**config.mk**
```make
export PLATFORM = sky130hd
export DESIGN_NAME = sms_cfg
export DESIGN_NICKNAME = d
export VERILOG_FILES = /design/src/rtl/core/sorted_matrix_search_top_defines.svh /design/src/rtl/core/sms_pkg.sv /design/src/rtl/core/sms_cfg.sv
export SDC_FILE = /design/constraint.sdc
export NUM_CORES = 1
export LEC_CHECK = 0
export BUFFER_PORTS_ARGS = -buffer_cell sky130_fd_sc_hd__buf_2
export CAP_MARGIN = 20
export CORE_MARGIN = 3
export CORE_UTILIZATION = 34
export DETAILED_ROUTE_END_ITERATION = 16
export PLACE_DENSITY = 0.85
export SLEW_MARGIN = 20
export SYNTH_ARGS = -nofsm -noshare
export SYNTH_HDL_FRONTEND = slang
export SYNTH_SLANG_ARGS = --single-unit
```
**constraint.sdc**
```tcl
create_clock -name clk_i -period 0.85 [get_ports clk_i]
set_input_delay 0.0425 -clock clk_i [delete_from_list [all_inputs] [get_ports clk_i]]
set_output_delay 0.0425 -clock clk_i [all_outputs]
set_load 0.02 [all_outputs]
```
**src/rtl/core/sorted_matrix_search_top_defines.svh**
```systemverilog
// Assertion macros for the sorted matrix search block.
// Used by sorted_matrix_search_top; expects clk_i and rst_ni in scope.
`ifndef SORTED_MATRIX_SEARCH_TOP_DEFINES_SVH
`define SORTED_MATRIX_SEARCH_TOP_DEFINES_SVH
`ifndef ASSERT_OFF
`define SMS_ASSERT(lbl, prop) \
  lbl: assert property (@(posedge clk_i) disable iff (!rst_ni) (prop)) \
    else $error("sorted_matrix_search assertion failed");
`define SMS_ASSERT_NEXT(lbl, ante, cons) \
  lbl: assert property (@(posedge clk_i) disable iff (!rst_ni) (ante) |=> (cons)) \
    else $error("sorted_matrix_search assertion failed");
`else
`define SMS_ASSERT(lbl, prop)
`define SMS_ASSERT_NEXT(lbl, ante, cons)
`endif
`endif

```
**src/rtl/core/sms_pkg.sv**
```systemverilog
// Shared types, sizes and codes for the sorted matrix search block.
// No dependencies; sms_if, sms_cfg, sms_search and the top level refer to it.
`timescale 1ns / 1ps
`default_nettype none
package sms_pkg;

  localparam int MAX_ROWS    = 64;
  localparam int MAX_COLS    = 64;
  localparam int STACK_DEPTH = 32;

  localparam int FIELD_W = 6;
  localparam int DATA_W  = 32;
  localparam int CNT_W   = 7;
  localparam int ROW_W   = $clog2(MAX_ROWS);
  localparam int COL_W   = $clog2(MAX_COLS);
  localparam int ADDR_W  = $clog2(MAX_ROWS * MAX_COLS);
  localparam int SP_W    = $clog2(STACK_DEPTH);
  localparam int LVL_W   = $clog2(STACK_DEPTH + 1);
  localparam int PADDR_W = 3;
  localparam int PDATA_W = 32;

  localparam logic [CNT_W-1:0] ROW_COUNT_RST = CNT_W'(64);
  localparam logic [CNT_W-1:0] COL_COUNT_RST = CNT_W'(64);

  typedef enum logic {
    CMD_LOAD  = 1'b0,
    CMD_QUERY = 1'b1
  } cmd_e;

  typedef enum logic {
    REG_ROW_COUNT = 1'b0,
    REG_COL_COUNT = 1'b1
  } reg_idx_e;

  typedef struct packed {
    logic [ROW_W-1:0] ai;
    logic [COL_W-1:0] aj;
    logic [ROW_W-1:0] zi;
    logic [COL_W-1:0] zj;
  } region_t;

  typedef struct packed {
    logic [CNT_W-1:0] row_count;
    logic [CNT_W-1:0] col_count;
  } cfg_t;

  typedef struct packed {
    logic             busy;
    logic [LVL_W-1:0] level;
  } status_t;

  function automatic logic [ADDR_W-1:0] addr_of(logic [ROW_W-1:0] r, logic [COL_W-1:0] c);
    return ADDR_W'(int'(r) * MAX_COLS + int'(c));
  endfunction

endpackage
`default_nettype wire

```
**src/rtl/core/sms_cfg.sv**
```systemverilog
// APB register file holding row_count and col_count.
// Depends on sms_pkg.
`timescale 1ns / 1ps
`default_nettype none
module sms_cfg (
  input  wire logic                         clk_i,
  input  wire logic                         rst_ni,
  input  wire logic                         psel,
  input  wire logic                         penable,
  input  wire logic                         pwrite,
  input  wire logic [sms_pkg::PADDR_W-1:0]  paddr,
  input  wire logic [sms_pkg::PDATA_W-1:0]  pwdata,
  output logic      [sms_pkg::PDATA_W-1:0]  prdata,
  output logic                              pready,
  output sms_pkg::cfg_t                     cfg_o
);

  sms_pkg::cfg_t     cfg_q, cfg_d;
  sms_pkg::reg_idx_e idx;
  logic              wr_en;

  assign idx    = sms_pkg::reg_idx_e'(paddr[2]);
  assign pready = 1'b1;
  assign wr_en  = psel && penable && pwrite;
  assign cfg_o  = cfg_q;

  always_comb begin
    cfg_d = cfg_q;
    if (wr_en) begin
      case (idx)
        sms_pkg::REG_ROW_COUNT: cfg_d.row_count = pwdata[sms_pkg::CNT_W-1:0];
        sms_pkg::REG_COL_COUNT: cfg_d.col_count = pwdata[sms_pkg::CNT_W-1:0];
        default: ;
      endcase
    end
  end

  always_comb begin
    case (idx)
      sms_pkg::REG_ROW_COUNT: prdata = sms_pkg::PDATA_W'(cfg_q.row_count);
      sms_pkg::REG_COL_COUNT: prdata = sms_pkg::PDATA_W'(cfg_q.col_count);
      default:                prdata = '0;
    endcase
  end

  always_ff @(posedge clk_i or negedge rst_ni) begin
    if (!rst_ni) begin
      cfg_q.row_count <= sms_pkg::ROW_COUNT_RST;
      cfg_q.col_count <= sms_pkg::COL_COUNT_RST;
    end else begin
      cfg_q <= cfg_d;
    end
  end

endmodule
`default_nettype wire

```
==> impl_metrics.toml <==
[clock_tree]
clock_sinks = 14
cts_made_buffers = 3
htree_levels = 1
cts_tree = "built"
clock_latency_ps = 270
clockRootBuffer = "clkbuf_4"
clkTransAtPathRegs_ps = 80
cts_buffer_depth = 2

[grt]
grt_max_degree = 15
antenna_found_initial = 0
grt_overflow = 0
grt_pass1_vias = 647
gr-usage-all-layers_pct = 12.94
grt_first_pass_wirelength_um = 3118

[timing]
setup_ws_ps = -292.3
finalHoldViolations = 0
fmax_mhz = 875.4
finalSetupViolations = 29
rsz0062_at_grt = "true"
period_needed_ps = 1142
slew_viol_final = 0
fin_crit_sh_pct = 134.4
fin_skew_ps = 0

[floorplan]
ios = 87
core-area_mm2 = 0.002276
fp.dieW_um = 55.69
start_util_pct = 36.89
rows = 17
dieArea_mm2 = 0.003101
die_height_um = 55.69

[finish]
n_fill_cell = 190
post-route-util_pct = 54.43
drive_gt1_share_pct = 64.60
area_growth_pct = 47.54
largest_reg_flops = 14
fin_nets = 154
insertedDiodeCount = 0

[placement]
dp_hpwl_um = 1264
port_buffers = 33
place_ws_ps = -52.51
gp_congestion = 0.6464

[run_status]
outcome = "complete, but fails checks"
violations = "setup timing"

[route]
first_pass_iters = 2
routed_wl_um = 1943
vias_per_cell = 4.277
vias = 603
drcViolationCount = 0
drtAntennaViolNets = 0
first_iter_violations = 4
wl_per_cell_um = 13.78

[setup_path]
worstPathArrival_ps = 1100
critPathLaunch = "cfg_o[3]$_DFFE_PN0P_"
worstPathRequired_ps = 810
reg2reg_to = "cfg_o[12]$_DFFE_PN0P_"
rrSetupSlack_ps = -50
start_kind = "flop"
path_max_fanout = 2
rr_worst_depth = 2
r2r-start = "cfg_o[12]$_DFFE_PN0P_"
crit_path_end = "prdata[3]"
crit_path_end_kind = "primary output"
crit_type = "flop to primary output"

[yosys]
synth_compound_area_share_pct = 0
synth_top_family_by_area = "multiplexers"
ys_top_cells_by_count = "buf_4 (26), mux2_2 (21), dfrtp_1 (12), conb_1 (2), dfstp_2 (2)"
synth-xor-area-share_pct = 0
syn_area_um2 = 839.6
synth_most_common_cell = "buf_4"
synth_edf_count = 0
synth_fa_ha_area_share_pct = 0
ys_top_cells_by_area = "dfrtp_1 (36%), mux2_2 (28%), buf_4 (23%), dfstp_2 (6.3%), nand4b_4 (2.8%)"
synth.yosys.seq_area_share_pct = 42.03
avgSynthCellArea_um2 = 12.72
synth_flop_cell = "dfrtp_1"
synth_top_area_share_pct = 35.77
synth_mux_area_share_pct = 28.17
yosysWarnings = 0
synth_cells = 66
ys_ff_latch = 14
async_flop_share_pct = 100.0
yosysTopAreaCell = "dfrtp_1"
synth_simple_gate_area_share_pct = 4.322
ys_types = 8

[pwr]
power.density_mw_per_mm2 = 2367
ir_worst_vdd_uv = 1564
leakage_nw = 0.6689

[run]
cap_violations = 0

[min_path]
hp-class = "primary input to flop"
how the worst min path moves through the flow:
stage	startpoint	end	slack, ps	cells after the start
floorplan	rst_ni	cfg_o[0]$_DFFE_PN0P_	-250	0
global placement	rst_ni	cfg_o[10]$_DFFE_PN0P_	-60	1
detailed placement	rst_ni	cfg_o[10]$_DFFE_PN0P_	-50	1
CTS	pwdata[1]	cfg_o[1]$_DFFE_PN0P_	1	2
global route	pwdata[6]	cfg_o[6]$_DFFE_PN1P_	2	2
finish	pwdata[6]	cfg_o[6]$_DFFE_PN1P_	20	2
report_power, final:
group / switching, W / internal [W]
Clock: 0.000202 / 0.000260
Sequential: 0.000116 / 0.000830
Combinational: 0.000707 / 0.000817
Total: 0.00103 / 0.00191
what timing repair did:
action / 4_1_cts / 5_1_grt
endpoints found under the hold margin: 14 / 1
gates resized for setup: 49 / 8
hold buffers: 1 / 1
cloned: 0 / 0
pin swaps: 0 / 0
endpoints found under the setup margin: 21 / 29
setup buffers: 8 / 5
worst max-delay path, cell delays in order, from the launching register on:
cell and delay (ps):
dfrtp_1 400, mux2_2 290, buf_6 130
layout make-up:
cell class              instances  area, um2  share of cell area (%)
flip-flops and latches         14      352.8                   28.48
repair buffers                 46      406.6                   32.83
multi-input cells              49      407.9                   32.93
clock buffers                   4      36.28                   2.929
well taps                      28      35.03                   2.828
metal layers:
| metal | vias to the layer above | wire length (um) | global-route usage, % |
|---|---|---|---|
| met1 | 290 | 637 | 12.05 |
| met2 | 43 | 1058 | 25.34 |
| li1 | 264 | - | - |
| met3 | 6 | 187 | 2.784 |
| met5 | - | 0 | 0 |
| met4 | 0 | 59 | 7.292 |
cell families after synthesis:
logic type,after synthesis
and+or+nand+nor,2
DFF,14
buffers and inverters,27
other,2
muxes,21
cell usage in the layout, fill, tap and decap left out:
cell type,n
buf_2,15
buf_4,4
buf_6,25
clkbuf_4,3
clkbuf_8,1
conb_1,26
dfrtp_1,12
dfstp_2,2
dlygate4sd3_1,2
mux2_2,11
mux2_4,10
nand4_2,1
nand4b_4,1
per-stage QoR:
| stage | power [W] | cell area, um2 | TNS (ps) | cells | hold WS, ps |
|---|---|---|---|---|---|
| 3_5_place_dp | 0.001889 | 938.4 | -397.0 | 126 | -52.41 |
| 5_1_grt | 0.003096 | 1239 | -4872 | 141 | 1.640 |
| 6_report | 0.002932 | 1239 | -3646 | 141 | 16.43 |
| 3_3_place_gp | 0.001856 | 938.4 | -245.6 | 126 | -57.06 |
| 4_1_cts | 0.002878 | 1206 | -3667 | 139 | 1.476 |
| 2_1_floorplan | 0.001655 | 929.6 | 0 | 90 | -253.1 |
Note: power is estimated with default switching activity, not from simulation.
